===== config.mk =====
export PLATFORM = sky130hd
export DESIGN_NAME = elf_header_field_parser_top_flat
export DESIGN_NICKNAME = d
export VERILOG_FILES = /design/src/elf_hdr_pkg.sv /design/src/elf_hdr_in_if.sv /design/src/elf_hdr_out_if.sv /design/src/elf_hdr_core.sv /design/src/elf_hdr_out_buf.sv /design/src/elf_header_field_parser_top.sv /design/src/flat_wrapper.sv
export SDC_FILE = /design/constraint.sdc
export NUM_CORES = 1
export LEC_CHECK = 0
export BUFFER_PORTS_ARGS = -buffer_cell sky130_fd_sc_hd__buf_2
export CORE_MARGIN = 8
export CORE_UTILIZATION = 55
export DETAILED_ROUTE_END_ITERATION = 10
export GPL_ROUTABILITY_DRIVEN = 0
export HOLD_SLACK_MARGIN = 0.1
export PLACE_DENSITY = 0.85
export SLEW_MARGIN = 0
export SYNTH_ARGS = -nofsm -noshare
export SYNTH_HDL_FRONTEND = slang
export SYNTH_SLANG_ARGS = --single-unit

===== constraint.sdc =====
create_clock -name clk -period 6.45 [get_ports clk]
set_input_delay 1.29 -clock clk [delete_from_list [all_inputs] [get_ports clk]]
set_output_delay 1.29 -clock clk [all_outputs]
set_load 0.01 [all_outputs]

===== src/elf_hdr_pkg.sv =====
// ============================================================================
// elf_hdr_pkg
// Shared types, codes and the field position decoder of the ELF header parser.
// ============================================================================
`default_nettype none

package elf_hdr_pkg;

    // Result status codes
    localparam logic [1:0] STATUS_OK    = 2'd0;
    localparam logic [1:0] STATUS_MAGIC = 2'd1;
    localparam logic [1:0] STATUS_CLASS = 2'd2;

    // Field ids
    localparam logic [4:0] FID_CLASS    = 5'd0;
    localparam logic [4:0] FID_ORDER    = 5'd1;
    localparam logic [4:0] FID_TYPE     = 5'd5;
    localparam logic [4:0] FID_MACHINE  = 5'd6;
    localparam logic [4:0] FID_VERSION  = 5'd7;
    localparam logic [4:0] FID_ENTRY    = 5'd8;
    localparam logic [4:0] FID_PHOFF    = 5'd9;
    localparam logic [4:0] FID_SHOFF    = 5'd10;
    localparam logic [4:0] FID_FLAGS    = 5'd11;
    localparam logic [4:0] FID_EHSIZE   = 5'd12;
    localparam logic [4:0] FID_SHSTRNDX = 5'd17;

    // Identification bytes
    localparam logic [7:0] MAGIC_E      = 8'h45;
    localparam logic [7:0] MAGIC_L      = 8'h4C;
    localparam logic [7:0] MAGIC_F      = 8'h46;
    localparam logic [7:0] CODE_ONE     = 8'h01;   // class 32 / little endian
    localparam logic [7:0] CODE_TWO     = 8'h02;   // class 64 / big endian

    // Byte positions in the identification area
    localparam logic [6:0] POS_MAG_LO   = 7'd1;
    localparam logic [6:0] POS_MAG_L    = 7'd2;
    localparam logic [6:0] POS_MAG_HI   = 7'd3;
    localparam logic [6:0] POS_CLASS    = 7'd4;
    localparam logic [6:0] POS_ORDER    = 7'd5;
    localparam logic [6:0] POS_ONE_LO   = 7'd6;
    localparam logic [6:0] POS_ONE_HI   = 7'd8;
    localparam logic [6:0] POS_MULTI    = 7'd16;

    typedef struct packed {
        logic [4:0]  field_id;
        logic [63:0] field_value;
        logic [1:0]  status;
        logic        last_field;
    } result_t;

    typedef struct packed {
        logic       hit;       // position lies inside a multi-byte field
        logic [4:0] id;
        logic [2:0] off;       // byte offset inside the field
        logic       end_byte;  // final byte of the field
    } field_loc_t;

    // Map a byte position to its multi-byte field; address fields are 4 or 8 bytes.
    function automatic field_loc_t field_locate(input logic [6:0] pos, input logic wide);
        field_loc_t loc;
        logic [6:0] asz;
        logic [6:0] b9;
        logic [6:0] b10;
        logic [6:0] b11;
        logic [6:0] b12;
        logic [6:0] base;
        logic [6:0] sz;
        logic [6:0] rel;
        asz  = wide ? 7'd8 : 7'd4;
        b9   = 7'd24 + asz;
        b10  = b9 + asz;
        b11  = b10 + asz;
        b12  = b11 + 7'd4;
        rel  = pos - b12;
        loc  = '0;
        base = POS_MULTI;
        sz   = 7'd2;
        loc.hit = 1'b1;
        priority if (pos < POS_MULTI)
        begin
            loc.hit = 1'b0;
        end
        else if (pos < 7'd18)
        begin
            loc.id = FID_TYPE;    base = 7'd16; sz = 7'd2;
        end
        else if (pos < 7'd20)
        begin
            loc.id = FID_MACHINE; base = 7'd18; sz = 7'd2;
        end
        else if (pos < 7'd24)
        begin
            loc.id = FID_VERSION; base = 7'd20; sz = 7'd4;
        end
        else if (pos < b9)
        begin
            loc.id = FID_ENTRY;   base = 7'd24; sz = asz;
        end
        else if (pos < b10)
        begin
            loc.id = FID_PHOFF;   base = b9;    sz = asz;
        end
        else if (pos < b11)
        begin
            loc.id = FID_SHOFF;   base = b10;   sz = asz;
        end
        else if (pos < b12)
        begin
            loc.id = FID_FLAGS;   base = b11;   sz = 7'd4;
        end
        else if (pos < b12 + 7'd12)
        begin
            // six 2-byte fields, ehsize through shstrndx
            loc.id = FID_EHSIZE + {1'b0, rel[4:1]};
            base   = b12 + {rel[6:1], 1'b0};
            sz     = 7'd2;
        end
        else
        begin
            loc.hit = 1'b0;
        end
        loc.off      = 3'(pos - base);
        loc.end_byte = ((pos - base) == (sz - 7'd1));
        return loc;
    endfunction

endpackage

`default_nettype wire


===== src/elf_hdr_in_if.sv =====
// ============================================================================
// elf_hdr_in_if
// Byte request channel into the ELF header parser.
// ============================================================================
`default_nettype none

interface elf_hdr_in_if;
    logic       valid;
    logic       ready;
    logic [7:0] data_byte;
    logic       start_req;

    modport source (output valid, output data_byte, output start_req, input ready);
    modport sink   (input valid, input data_byte, input start_req, output ready);
endinterface

`default_nettype wire


===== src/elf_hdr_out_if.sv =====
// ============================================================================
// elf_hdr_out_if
// Field result channel out of the ELF header parser.
// ============================================================================
`default_nettype none

interface elf_hdr_out_if;
    logic        valid;
    logic        ready;
    logic [4:0]  field_id;
    logic [63:0] field_value;
    logic [1:0]  status;
    logic        last_field;

    modport source (output valid, output field_id, output field_value, output status,
                    output last_field, input ready);
    modport sink   (input valid, input field_id, input field_value, input status,
                    input last_field, output ready);
endinterface

`default_nettype wire


===== src/elf_hdr_core.sv =====
// ============================================================================
// elf_hdr_core
// Parse state and per-byte field assembly; one byte per accepted request.
// ============================================================================
`default_nettype none

module elf_hdr_core
(
    input  wire                      clk,
    input  wire                      rst_n,
    input  wire                      accept,
    input  wire  [7:0]               data_byte,
    input  wire                      start_req,
    output logic                     res_valid,
    output elf_hdr_pkg::result_t     res
);
    import elf_hdr_pkg::*;

    logic [6:0]  pos_reg;
    logic [6:0]  pos_next;
    logic [63:0] acc_reg;
    logic [63:0] acc_next;
    logic        le_reg;
    logic        le_next;
    logic        wide_reg;
    logic        wide_next;
    logic        halted_reg;
    logic        halted_next;

    field_loc_t  loc;
    logic [7:0]  magic_exp;
    logic [63:0] acc_upd;

    assign loc = field_locate(pos_reg, wide_reg);

    always_comb
    begin
        unique case (pos_reg[1:0])
            2'd1:    magic_exp = MAGIC_E;
            2'd2:    magic_exp = MAGIC_L;
            default: magic_exp = MAGIC_F;
        endcase
    end

    always_comb
    begin
        if (le_reg)
            acc_upd = acc_reg | (64'(data_byte) << {loc.off, 3'b000});
        else
            acc_upd = {acc_reg[55:0], data_byte};
    end

    always_comb
    begin
        pos_next    = pos_reg;
        acc_next    = acc_reg;
        le_next     = le_reg;
        wide_next   = wide_reg;
        halted_next = halted_reg;
        res_valid   = 1'b0;
        res         = '0;
        if (start_req)
        begin
            pos_next    = POS_MAG_LO;
            acc_next    = '0;
            le_next     = 1'b0;
            wide_next   = 1'b0;
            halted_next = 1'b0;
        end
        else if (!halted_reg)
        begin
            pos_next = pos_reg + 7'd1;
            priority if (pos_reg >= POS_MAG_LO && pos_reg <= POS_MAG_HI)
            begin
                if (data_byte != magic_exp)
                begin
                    halted_next     = 1'b1;
                    res_valid       = 1'b1;
                    res.field_id    = FID_CLASS;
                    res.status      = STATUS_MAGIC;
                    res.last_field  = 1'b1;
                end
            end
            else if (pos_reg == POS_CLASS)
            begin
                res_valid    = 1'b1;
                res.field_id = FID_CLASS;
                if (data_byte == CODE_ONE)
                begin
                    wide_next       = 1'b0;
                    res.field_value = 64'd32;
                end
                else if (data_byte == CODE_TWO)
                begin
                    wide_next       = 1'b1;
                    res.field_value = 64'd64;
                end
                else
                begin
                    halted_next    = 1'b1;
                    res.status     = STATUS_CLASS;
                    res.last_field = 1'b1;
                end
            end
            else if (pos_reg == POS_ORDER)
            begin
                // unknown codes keep the current (big endian) order
                if (data_byte == CODE_ONE)
                    le_next = 1'b1;
                else if (data_byte == CODE_TWO)
                    le_next = 1'b0;
                res_valid       = 1'b1;
                res.field_id    = FID_ORDER;
                res.field_value = 64'(le_next);
            end
            else if (pos_reg >= POS_ONE_LO && pos_reg <= POS_ONE_HI)
            begin
                res_valid       = 1'b1;
                res.field_id    = 5'(pos_reg - 7'd4);
                res.field_value = 64'(data_byte);
            end
            else if (loc.hit)
            begin
                acc_next = acc_upd;
                if (loc.end_byte)
                begin
                    acc_next        = '0;
                    res_valid       = 1'b1;
                    res.field_id    = loc.id;
                    res.field_value = acc_upd;
                    res.last_field  = (loc.id == FID_SHSTRNDX);
                    if (loc.id == FID_SHSTRNDX)
                        halted_next = 1'b1;
                end
            end
            else if (pos_reg >= POS_MULTI)
            begin
                halted_next = 1'b1;
            end
            else
            begin
                // padding bytes: nothing to report
            end
        end
    end

    always_ff @(posedge clk or negedge rst_n)
    begin
        if (!rst_n)
        begin
            pos_reg    <= '0;
            acc_reg    <= '0;
            le_reg     <= 1'b0;
            wide_reg   <= 1'b0;
            halted_reg <= 1'b1;
        end
        else if (accept)
        begin
            pos_reg    <= pos_next;
            acc_reg    <= acc_next;
            le_reg     <= le_next;
            wide_reg   <= wide_next;
            halted_reg <= halted_next;
        end
    end

`ifndef ASSERT_OFF
    a_err_halts: assert property (@(posedge clk) disable iff (!rst_n)
        accept && res_valid && res.status != STATUS_OK |=> halted_reg)
        else $error("error result did not halt the parser");
    a_pos_range: assert property (@(posedge clk) disable iff (!rst_n)
        !halted_reg |-> pos_reg >= POS_MAG_LO && pos_reg <= 7'd63)
        else $error("active parse outside header range");
    a_last_kind: assert property (@(posedge clk) disable iff (!rst_n)
        res_valid && res.last_field |-> res.field_id == FID_SHSTRNDX
                                         || res.status != STATUS_OK)
        else $error("last mark on a non-final field");
    a_last_halts: assert property (@(posedge clk) disable iff (!rst_n)
        accept && res_valid && res.last_field |=> halted_reg)
        else $error("parser kept running after last field");
`endif

endmodule

`default_nettype wire


===== src/elf_hdr_out_buf.sv =====
// ============================================================================
// elf_hdr_out_buf
// Two-entry result buffer; keeps the byte side moving while a result waits.
// ============================================================================
`default_nettype none

module elf_hdr_out_buf
(
    input  wire                      clk,
    input  wire                      rst_n,
    input  wire                      push,
    input  elf_hdr_pkg::result_t     push_data,
    output logic                     space,
    elf_hdr_out_if.source            out_ch
);
    import elf_hdr_pkg::*;

    result_t     ent_reg [2];
    logic        wr_ptr_reg;
    logic        wr_ptr_next;
    logic        rd_ptr_reg;
    logic        rd_ptr_next;
    logic [1:0]  count_reg;
    logic [1:0]  count_next;
    logic        pop;
    result_t     head;

    assign space = (count_reg != 2'd2);
    assign pop   = out_ch.valid && out_ch.ready;
    assign head  = ent_reg[rd_ptr_reg];

    assign out_ch.valid       = (count_reg != 2'd0);
    assign out_ch.field_id    = head.field_id;
    assign out_ch.field_value = head.field_value;
    assign out_ch.status      = head.status;
    assign out_ch.last_field  = head.last_field;

    always_comb
    begin
        wr_ptr_next = wr_ptr_reg ^ push;
        rd_ptr_next = rd_ptr_reg ^ pop;
        count_next  = count_reg + 2'(push) - 2'(pop);
    end

    always_ff @(posedge clk or negedge rst_n)
    begin
        if (!rst_n)
        begin
            wr_ptr_reg <= 1'b0;
            rd_ptr_reg <= 1'b0;
            count_reg  <= '0;
        end
        else
        begin
            wr_ptr_reg <= wr_ptr_next;
            rd_ptr_reg <= rd_ptr_next;
            count_reg  <= count_next;
        end
    end

    always_ff @(posedge clk)
    begin
        if (push)
            ent_reg[wr_ptr_reg] <= push_data;
    end

`ifndef ASSERT_OFF
    a_no_overflow: assert property (@(posedge clk) disable iff (!rst_n)
        push |-> count_reg != 2'd2)
        else $error("result pushed into full buffer");
    a_count_max: assert property (@(posedge clk) disable iff (!rst_n)
        count_reg <= 2'd2)
        else $error("buffer count out of range");
    a_ptr_track: assert property (@(posedge clk) disable iff (!rst_n)
        (count_reg == 2'd0 || count_reg == 2'd2) |-> wr_ptr_reg == rd_ptr_reg)
        else $error("buffer pointers disagree with count");
`endif

endmodule

`default_nettype wire


===== src/elf_header_field_parser_top.sv =====
// ============================================================================
// elf_header_field_parser_top
// ELF file header parser: byte stream in, one request per decoded field out.
// ============================================================================
// Feed the header one byte per request, with start_req set on byte 0 (its
// data is ignored). The parser takes one byte every cycle while the output
// buffer has a free entry: each byte is decoded at accept time by a position
// compare plus a shift/OR into the field accumulator; any result goes into a
// two-entry output buffer, which offers it on out_ch. in_ch.ready only drops
// while both buffer entries hold results nobody has taken; it is registered
// and does not depend on out_ch.ready. Results: class (32/64), byte order
// (1 = little), ident version, os abi, abi version, then type through
// shstrndx assembled in the byte order read from byte 5; entry/phoff/shoff
// are 4 or 8 bytes by class. Padding bytes 9..15 give nothing. A bad magic
// (status 1) or a class other than 1 or 2 (status 2) gives one error result
// with last_field set, after which bytes are swallowed silently until the
// next start_req; the same holds after shstrndx, which also carries
// last_field. Out of reset the parser waits for a start.
// ============================================================================
`default_nettype none

module elf_header_field_parser_top
(
    input  wire             clk,
    input  wire             rst_n,
    elf_hdr_in_if.sink      in_ch,
    elf_hdr_out_if.source   out_ch
);
    import elf_hdr_pkg::*;

    logic    space;
    logic    accept;
    logic    res_valid;
    result_t res;

    // byte side moves whenever the buffer has a free entry
    assign in_ch.ready = space;
    assign accept      = in_ch.valid && space;

    elf_hdr_core u_core
    (
        .clk       (clk),
        .rst_n     (rst_n),
        .accept    (accept),
        .data_byte (in_ch.data_byte),
        .start_req (in_ch.start_req),
        .res_valid (res_valid),
        .res       (res)
    );

    elf_hdr_out_buf u_out_buf
    (
        .clk       (clk),
        .rst_n     (rst_n),
        .push      (accept && res_valid),
        .push_data (res),
        .space     (space),
        .out_ch    (out_ch)
    );

endmodule

`default_nettype wire


===== src/flat_wrapper.sv =====
// flat-port wrapper written by rule: the top's interface ports become plain ports
module elf_header_field_parser_top_flat import elf_hdr_pkg::*;
  (clk, rst_n, in_ch_valid, in_ch_data_byte, in_ch_start_req, in_ch_ready, out_ch_valid, out_ch_field_id, out_ch_field_value, out_ch_status, out_ch_last_field, out_ch_ready);
  elf_hdr_in_if in_ch_i ();
  elf_hdr_out_if out_ch_i ();
  input  wire clk;
  input  wire rst_n;
  input wire logic [$bits(in_ch_i.valid)-1:0] in_ch_valid;
  input wire logic [$bits(in_ch_i.data_byte)-1:0] in_ch_data_byte;
  input wire logic [$bits(in_ch_i.start_req)-1:0] in_ch_start_req;
  output wire logic [$bits(in_ch_i.ready)-1:0] in_ch_ready;
  output wire logic [$bits(out_ch_i.valid)-1:0] out_ch_valid;
  output wire logic [$bits(out_ch_i.field_id)-1:0] out_ch_field_id;
  output wire logic [$bits(out_ch_i.field_value)-1:0] out_ch_field_value;
  output wire logic [$bits(out_ch_i.status)-1:0] out_ch_status;
  output wire logic [$bits(out_ch_i.last_field)-1:0] out_ch_last_field;
  input wire logic [$bits(out_ch_i.ready)-1:0] out_ch_ready;
  assign in_ch_i.valid = in_ch_valid;
  assign in_ch_i.data_byte = in_ch_data_byte;
  assign in_ch_i.start_req = in_ch_start_req;
  assign in_ch_ready = in_ch_i.ready;
  assign out_ch_valid = out_ch_i.valid;
  assign out_ch_field_id = out_ch_i.field_id;
  assign out_ch_field_value = out_ch_i.field_value;
  assign out_ch_status = out_ch_i.status;
  assign out_ch_last_field = out_ch_i.last_field;
  assign out_ch_i.ready = out_ch_ready;
  elf_header_field_parser_top u_core (.clk(clk), .rst_n(rst_n), .in_ch(in_ch_i), .out_ch(out_ch_i));
endmodule

# Word-level counts from Yosys, hierarchy flattened
# Memories as Yosys holds them, arrays and structs flattened.
# Cells that the tools add are included.
# Widths: inputs -> output; s select.
[totals]
regBits = 78
mem_bits_rw = 144
out_inout_bits = 74
mem_count = 1
[op_classes]
addsub = 14
magnitude_cmp = 14
n_eq_ne = 15
shifts = 1
mux = 105
bitwise_logic = 3
reduce_logical = 14
[memory_table]
columns = ["memory", "depth", "width", "read_ports", "rd_clocked_by_memory_dff", "write_ports", "line", "source"]
rows = [
  ["u_core.u_out_buf.ent_reg", 2, 72, 1, 0, 1, "elf_hdr_out_buf.sv:18", "result_t ent_reg [2];"],
]
[op_table]
columns = ["cell", "count"]
rows = [
  ["$mux 64", 11],
  ["$mux 69", 5],
  ["$mux 72", 2],
  ["$mux 7", 19],
  ["$or 64x64->64", 1],
  ["$shl 8x6->64", 1],
  ["$mux 1", 50],
  ["$mux 5", 10],
  ["$lt 7x7->1", 5],
  ["$lt 7x5->1 const B", 4],
  ["$add 7x7->7", 3],
  ["$eq 7x3->1 const B", 2],
  ["$sub 7x7->7", 2],
  ["$mux 3", 4],
  ["$ne 2x2->1 const B", 6],
  ["$reduce_and 5->1", 2],
  ["$eq 8x1->1 const B", 1],
  ["$eq 8x2->1 const B", 1],
  ["$ne 8x8->1", 1],
  ["$pmux 4 s2", 1],
  ["$reduce_bool 2->1", 4],
  ["$add 5x7->7 const A", 1],
  ["$add 7x1->7 const B", 1],
  ["$add 7x3->7 const B", 1],
  ["22 further kinds", 28],
]

# Logic depth before layout (Yosys ltp)
[depth]
word_depth = 29
ltp_mapped = 25
mapped_depth_nobuf = 24

# Modules after synthesis
# From an unflattened synthesis, not the netlist that was laid out.
[unflattened]
cells_unflattened = 983
hier_area_um2 = 11750.0
[modules_own_cells]
columns = ["module", "n_inst", "cells_each", "area_per_inst_um2", "seq_area_each_um2"]
rows = [
  ["elf_hdr_core", 1, 739, 5983.2, 1853.0],
  ["elf_hdr_out_buf", 1, 242, 5754.3, 4424.2],
  ["elf_header_field_parser_top", 1, 2, 12.5, 0.0],
]

# Worst setup path before layout
# OpenSTA, ideal clock, no wires.
[synth_timing]
path_type = "reg2reg"
startpoint = "register u_core.u_core.wide_reg"
endpoint = "memory u_core.u_out_buf.ent_reg[0][0] (netlist name) (enable)"
setup_time_ps = 438
t_arrival_ps = 6194
required_ps = 6012
slack_ps = -182
stages_incl_launch_ff = 23
path_buffers = 3
synth_period_minus_slack_ps = 6632
cell_sequence = "dfrtp_1 > inv_1 > ha_1 > buf_4 > inv_1 > a2111o_1 > nand2_1 > buf_2 > a21oi_1 > nor3_1 > nor3_1 > a211oi_1 > a31o_2 > fa_1 > clkbuf_1 > xnor2_1 > nand3_1 > nor3_1 > nand4_2 > nor2_1 > nor4_1 > nor3b_1 > ha_1"
[synth_between]
elab_chain_cells = 29
elab_cells_between_ends = 53
cone_classes = "add/sub: 9; order compare: 5; eq/ne: 1; mux: 37; reduce/logical: 1"
[synth_lines]
columns = ["element", "line", "source"]
rows = [
  ["from (decl)", "elf_hdr_core.sv:25", "logic wide_reg;"],
  ["from (signal assigned)", "elf_hdr_core.sv:162", "wide_reg <= wide_next;"],
  ["$mux 4 (*)", "elf_hdr_pkg.sv:69", "asz = wide ? 7'd8 : 7'd4;"],
  ["$add 5x7->7", "elf_hdr_pkg.sv:70", "b9 = 7'd24 + asz;"],
  ["$add 7x7->7", "elf_hdr_pkg.sv:71", "b10 = b9 + asz;"],
  ["$add 7x7->7", "elf_hdr_pkg.sv:72", "b11 = b10 + asz;"],
  ["$add 7x3->7", "elf_hdr_pkg.sv:73", "b12 = b11 + 7'd4;"],
  ["$sub 7x7->7 or $add 7x4->7 (tied branches)", "elf_hdr_pkg.sv:74, elf_hdr_pkg.sv:111", ""],
  ["$add 7x7->7 or $lt 7x7->1 (tied branches)", "elf_hdr_pkg.sv:115, elf_hdr_pkg.sv:111", ""],
  ["$mux 7", "elf_hdr_pkg.sv:111", "else if (pos < b12 + 7'd12)"],
  ["[13 not listed]", "n/a", ""],
  ["$mux 1 (*)", "elf_hdr_core.sv:105", "else if (pos_reg == POS_ORDER)"],
  ["$mux 1 (*)", "elf_hdr_core.sv:84", "else if (pos_reg == POS_CLASS)"],
  ["$mux 1 (*)", "elf_hdr_core.sv:73", "priority if (pos_reg >= POS_MAG_LO && pos_reg <= POS_MAG_HI)"],
  ["$mux 1 (*)", "elf_hdr_core.sv:70", "else if (!halted_reg)"],
  ["$mux 1 (*)", "elf_hdr_core.sv:62", "if (start_req)"],
  ["$logic_and 1x1->1 (*)", "elf_header_field_parser_top.sv:55", ".push (accept && res_valid),"],
  ["$mux 1 (*)", "elf_hdr_out_buf.sv:63", "if (push)"],
  ["$mux 1 (not written as such) (*)", "elf_hdr_out_buf.sv:64", "ent_reg[wr_ptr_reg] <= push_data;"],
  ["to (decl)", "elf_hdr_out_buf.sv:18", ""],
]
# Mark *: on every way between the ends. The rest lies on a longest branch, timed or not.

# Worst setup path after layout
[layout_timing]
startpoint = "register u_core.u_core.pos_reg[2]"
endpoint = "memory u_core.u_out_buf.ent_reg[1][36] (netlist name) (enable)"
[layout_between]
elab_chain_cells = 24
elab_cells_between_ends = 59
cone_classes = "add/sub: 4; order compare: 13; eq/ne: 3; mux: 36; reduce/logical: 3"
[layout_lines]
columns = ["element", "line", "source"]
rows = [
  ["from (decl)", "elf_hdr_core.sv:19", "logic [6:0] pos_reg;"],
  ["from (signal assigned)", "elf_hdr_core.sv:159", "pos_reg <= pos_next;"],
  ["$sub 7x7->7", "elf_hdr_pkg.sv:74", "rel = pos - b12;"],
  ["$add 7x7->7", "elf_hdr_pkg.sv:115", "base = b12 + {rel[6:1], 1'b0};"],
  ["$mux 7", "elf_hdr_pkg.sv:111", ""],
  ["$mux 7", "elf_hdr_pkg.sv:107", "else if (pos < b12)"],
  ["$mux 7", "elf_hdr_pkg.sv:103", "else if (pos < b11)"],
  ["$mux 7", "elf_hdr_pkg.sv:99", "else if (pos < b10)"],
  ["$mux 7", "elf_hdr_pkg.sv:95", "else if (pos < b9)"],
  ["$mux 7", "elf_hdr_pkg.sv:91", "else if (pos < 7'd24)"],
  ["[8 not listed]", "n/a", ""],
  ["$mux 1", "elf_hdr_core.sv:105", ""],
  ["$mux 1", "elf_hdr_core.sv:84", ""],
  ["$mux 1 (*)", "elf_hdr_core.sv:73", ""],
  ["$mux 1 (*)", "elf_hdr_core.sv:70", ""],
  ["$mux 1 (*)", "elf_hdr_core.sv:62", ""],
  ["$logic_and 1x1->1 (*)", "elf_header_field_parser_top.sv:55", ""],
  ["$mux 1 (*)", "elf_hdr_out_buf.sv:63", ""],
  ["$mux 1 (not written as such) (*)", "elf_hdr_out_buf.sv:64", ""],
]
# Marks and branches as above.

==> metrics list <==
- The flow ran to the end, and the final reports show no timing, DRC or antenna violations.
- Xor and xnor fraction of the mapped netlist area: 1.74%
- Clk slew on worst S/H paths: 60 ps
* Top cells by area, synth: sky130_fd_sc_hd__edfxtp_1, sky130_fd_sc_hd__dfrtp_1, sky130_fd_sc_hd__mux2_2
* Maximum number of pins on one net before global-route repair: 127
* Hold buffer count at CTS: 0
- Average wire per cell in the routed design: 20.9 um
- Post-cts repair resize count: 0
- Across the routed clock network, the largest skew measured is 13.6 ps.
- Utilization of the core after routing: 62.7%
- Max Cap Viol: 0
- Largest register FFs: 144
- Summing the sequential cell areas from Yosys gives 56.6% of the chip area.
* Normalized max-slew margin: 23.6%
- Switching part of the total: 30.5%
- Number of top-level pins: 87
* Vias in the first global route: 8162
- Across all hold checks on the routed design, the worst slack comes to 501 ps.
- Sequential group share of total power: 41.5%
- Vertical die dimension: 158 um
- RSZ-0062 raised after global routing: no
- In this run the critical register-to-register path is captured at u_core.u_out_buf.ent_reg[1][36].
* Timing startpoint of the critical path: u_core.u_core.pos_reg[2]
- By count the netlist is led by sky130_fd_sc_hd__edfxtp_1, sky130_fd_sc_hd__a21oi_1, sky130_fd_sc_hd__nor2_1.
* Antenna Diode Count: 0
- After synthesis, the largest area contributor takes up 39.0% of total cell area.
- In this run the standard cell core region covers 20000 um2.
* Hold Crit Class: reg2reg
* Shortest period the worst path allows: 5880 ps
* Violation count after the first detailed-routing iteration: 1067
- Combinational family with the most area after synthesis: compound AO/OA/AOI/OAI gates
- The worst register-to-register path has a depth of 22.
- Setup TNS: 0 ps
- The floorplan step set the die width to 158 um.
* Number of hold violations in the final report: 0
- Multiplexer cells account for 7.31% of the synthesized area.
- The most used flip-flop cell after synthesis is sky130_fd_sc_hd__edfxtp_1.
- Fraction of the mapped netlist area in compound gates: 16.1%
* Slew Viols, Final: 0
* Synth-to-Final Area Change: 13.3%
- Die Outline Area: 25000 um2
* Pwr/cell area: 339 nW/um2
- Post-Place Cells: 1286
* Total overflow reported by the global router: 0
- The setup path with the least slack is of type reg2reg.
- In the final layout, the share of cells above drive strength 1 is 22.3%.
* Adder-cell share of the synthesized area: 3.97%
- The number of different library cells used by synthesis comes to 65.
- TritonCTS built the clock tree.
- Across every metal layer, demand over resource in global routing totals 22.0%.
- Of all flip-flops after synthesis, the portion carrying an async set or reset was 35.1%.
* Peak VDD IR: 0.156 mV
- Final worst-path cycle share: 91.2%
- Count of TritonRoute iterations in the first routing pass: 7
- Worst reg2reg path startpoint: u_core.u_core.pos_reg[2]
- Number of enable flip-flop cells after synthesis: 144
- Crit path required time: 6620 ps
- Per report_power, the combinational group accounts for 27.1% of the total.
- Row generation in the floorplan step produced 52 rows.
- In this run the worst path has a maximum fanout of 32.
* Routed wire length: 27.7 mm
- After detailed routing, the number of vias per cell comes to 6.24.
* Yosys top cell by area: sky130_fd_sc_hd__edfxtp_1
* Number of cells produced by synthesis: 974
* Setup bufs post-CTS: 0
* Worst setup EP type: register
* Int Pwr: 2.96 mW
* Final worst-path setup slack: 569 ps
- Prior to clock tree synthesis, the placed netlist has a worst setup slack of 451 ps.
- Dominant cell by count in the synthesized netlist: sky130_fd_sc_hd__edfxtp_1
- Once the floorplan was initialized, standard cells occupied 55.3% of the core.
- The initial antenna violation count is 0.
* CP Launch Type: register
- Count of placed standard cells in the final layout, fillers left out: 1326
* Area of the mapped netlist: 11100 um2
- Power comes to 4.26 mW.
- In this run the worst setup path terminates at u_core.u_out_buf.ent_reg[1][36].
- Clock insertion delay at the later pin of the skew report: 510 ps
* Layout fillers: 1538
- The tree is rooted in a sky130_fd_sc_hd__clkbuf_16.
- Input and output buffers added on the ports amount to 86.
* TritonCTS Buffers: 22
- Setup-violating endpoint count in the final report: 0
* Layout net count: 1087
- CTS saw 222 sinks.
* Static power due to leakage: 4.74 nW
- Derived from the worst setup path, the maximum achievable clock frequency is 170 MHz.
- Data arrival, critical path: 6050 ps
* Remaining design rule violation count: 0
- DP Wirelength: 18.1 mm
- Net count after synthesis: 1021
- In this run the power spent charging and discharging nets is 1.30 mW.
- Per report_power, the clock group accounts for 31.5% of the total.
- Via total after detailed routing: 8280
- Non-Filler Cell Area, Final: 12600 um2
* Syn avg cell area: 11.4 um2
- Once placement finished, the instance area stood at 11800 um2.
* Antenna violation net count after detailed routing: 0
- Maximum level of the CTS H-tree: 1
* Warnings, synthesis: 0
- Clock Path Buffers: 3
- After Yosys synthesis, and, or, nand and nor cells account for 11.3% of the synthesized area.
- Number of synthesized register bits: 222
- Global-route wire length before repair: 43.4 mm
- Across all register-to-register paths, the minimum setup slack is 570 ps.
* Transition time of the tightest slew-check pin: 1150 ps
[how the worst min path moves through the flow]
stage,startpoint,to,slack (ps),cells past startpoint
2_1_floorplan,u_core.u_core.acc_reg[63],u_core.u_core.acc_reg[63],460,1
3_3_place_gp,u_core.u_core.acc_reg[63],u_core.u_core.acc_reg[63],480,1
3_5_place_dp,u_core.u_out_buf.count_reg[1],u_core.u_out_buf.count_reg[1],490,1
4_1_cts,u_core.u_out_buf.count_reg[1],u_core.u_out_buf.count_reg[1],500,1
5_1_grt,u_core.u_core.acc_reg[59],u_core.u_core.acc_reg[59],530,1
6_report,u_core.u_out_buf.count_reg[1],u_core.u_out_buf.count_reg[1],500,1
[final cells by class]
type,count,area [um2],share of cell area (%)
flip-flops and latches,222,6280,50.0
multi-input cells,673,4520,36.0
clock buffers,32,639,5.09
repair buffers,103,593,4.72
well taps,270,338,2.69
clock inverters,8,123,0.976
inverters,18,67.6,0.538
[layout by cell type, fill, tap and decap left out, types with 16 or more instances in the layout]
cell,count
sky130_fd_sc_hd__buf_2,85
sky130_fd_sc_hd__o21ai_0,71
sky130_fd_sc_hd__dfrtp_1,74
sky130_fd_sc_hd__nor2_1,87
sky130_fd_sc_hd__edfxtp_1,144
sky130_fd_sc_hd__ha_1,30
sky130_fd_sc_hd__a22o_1,37
sky130_fd_sc_hd__clkbuf_16,23
sky130_fd_sc_hd__mux2_2,72
sky130_fd_sc_hd__xnor2_1,16
sky130_fd_sc_hd__nand2_1,76
sky130_fd_sc_hd__nor2b_1,35
sky130_fd_sc_hd__a21oi_1,105
sky130_fd_sc_hd__inv_1,18
[layer usage]
layer	GRT usage (%)	wire length [um]	vias to the layer above
met1	28.2	10900	3994
met4	9.88	1210	0
li1	-	-	3706
met2	36.4	13200	480
met5	0	0	-
met3	3.36	2370	100
[cells by family (layout without fill, tap and decap cells)]
logic type	after synthesis	count (layout)
compound gates	283	283
xor+xnor	22	22
fa+ha+maj	34	34
buf+inv	79	161
flops	222	222
mux	72	72
simple gates	262	262
[critical path, cell delays in order, from the launching register on]
cell                       delay (ps)
sky130_fd_sc_hd__dfrtp_2          510
sky130_fd_sc_hd__inv_1            220
sky130_fd_sc_hd__ha_1             330
sky130_fd_sc_hd__fa_1             640
sky130_fd_sc_hd__xor2_1           220
sky130_fd_sc_hd__ha_1             210
sky130_fd_sc_hd__o21a_1           150
sky130_fd_sc_hd__nor2_1            60
sky130_fd_sc_hd__nor3b_1          180
sky130_fd_sc_hd__a21oi_1           70
sky130_fd_sc_hd__a21oi_1          200
sky130_fd_sc_hd__ha_1             300
sky130_fd_sc_hd__nor2b_1          170
sky130_fd_sc_hd__a221oi_1         340
sky130_fd_sc_hd__xnor2_1          120
sky130_fd_sc_hd__nor3_1           240
sky130_fd_sc_hd__nand4_2          250
sky130_fd_sc_hd__nor2_1           300
sky130_fd_sc_hd__nor4_1           100
sky130_fd_sc_hd__nor3b_1          240
sky130_fd_sc_hd__buf_4            190
sky130_fd_sc_hd__ha_4             160
sky130_fd_sc_hd__buf_6            300
[power groups by stage]
stage	sequential (mW)	combinational, mW	clock (mW)
5_1_grt	1.78	1.25	1.41
3_5_place_dp	1.79	1.15	0
4_1_cts	1.76	1.16	1.35
6_report	1.77	1.15	1.34
2_1_floorplan	1.72	0.821	0
3_3_place_gp	1.78	1.13	0
(Power assumes the default switching activity.)
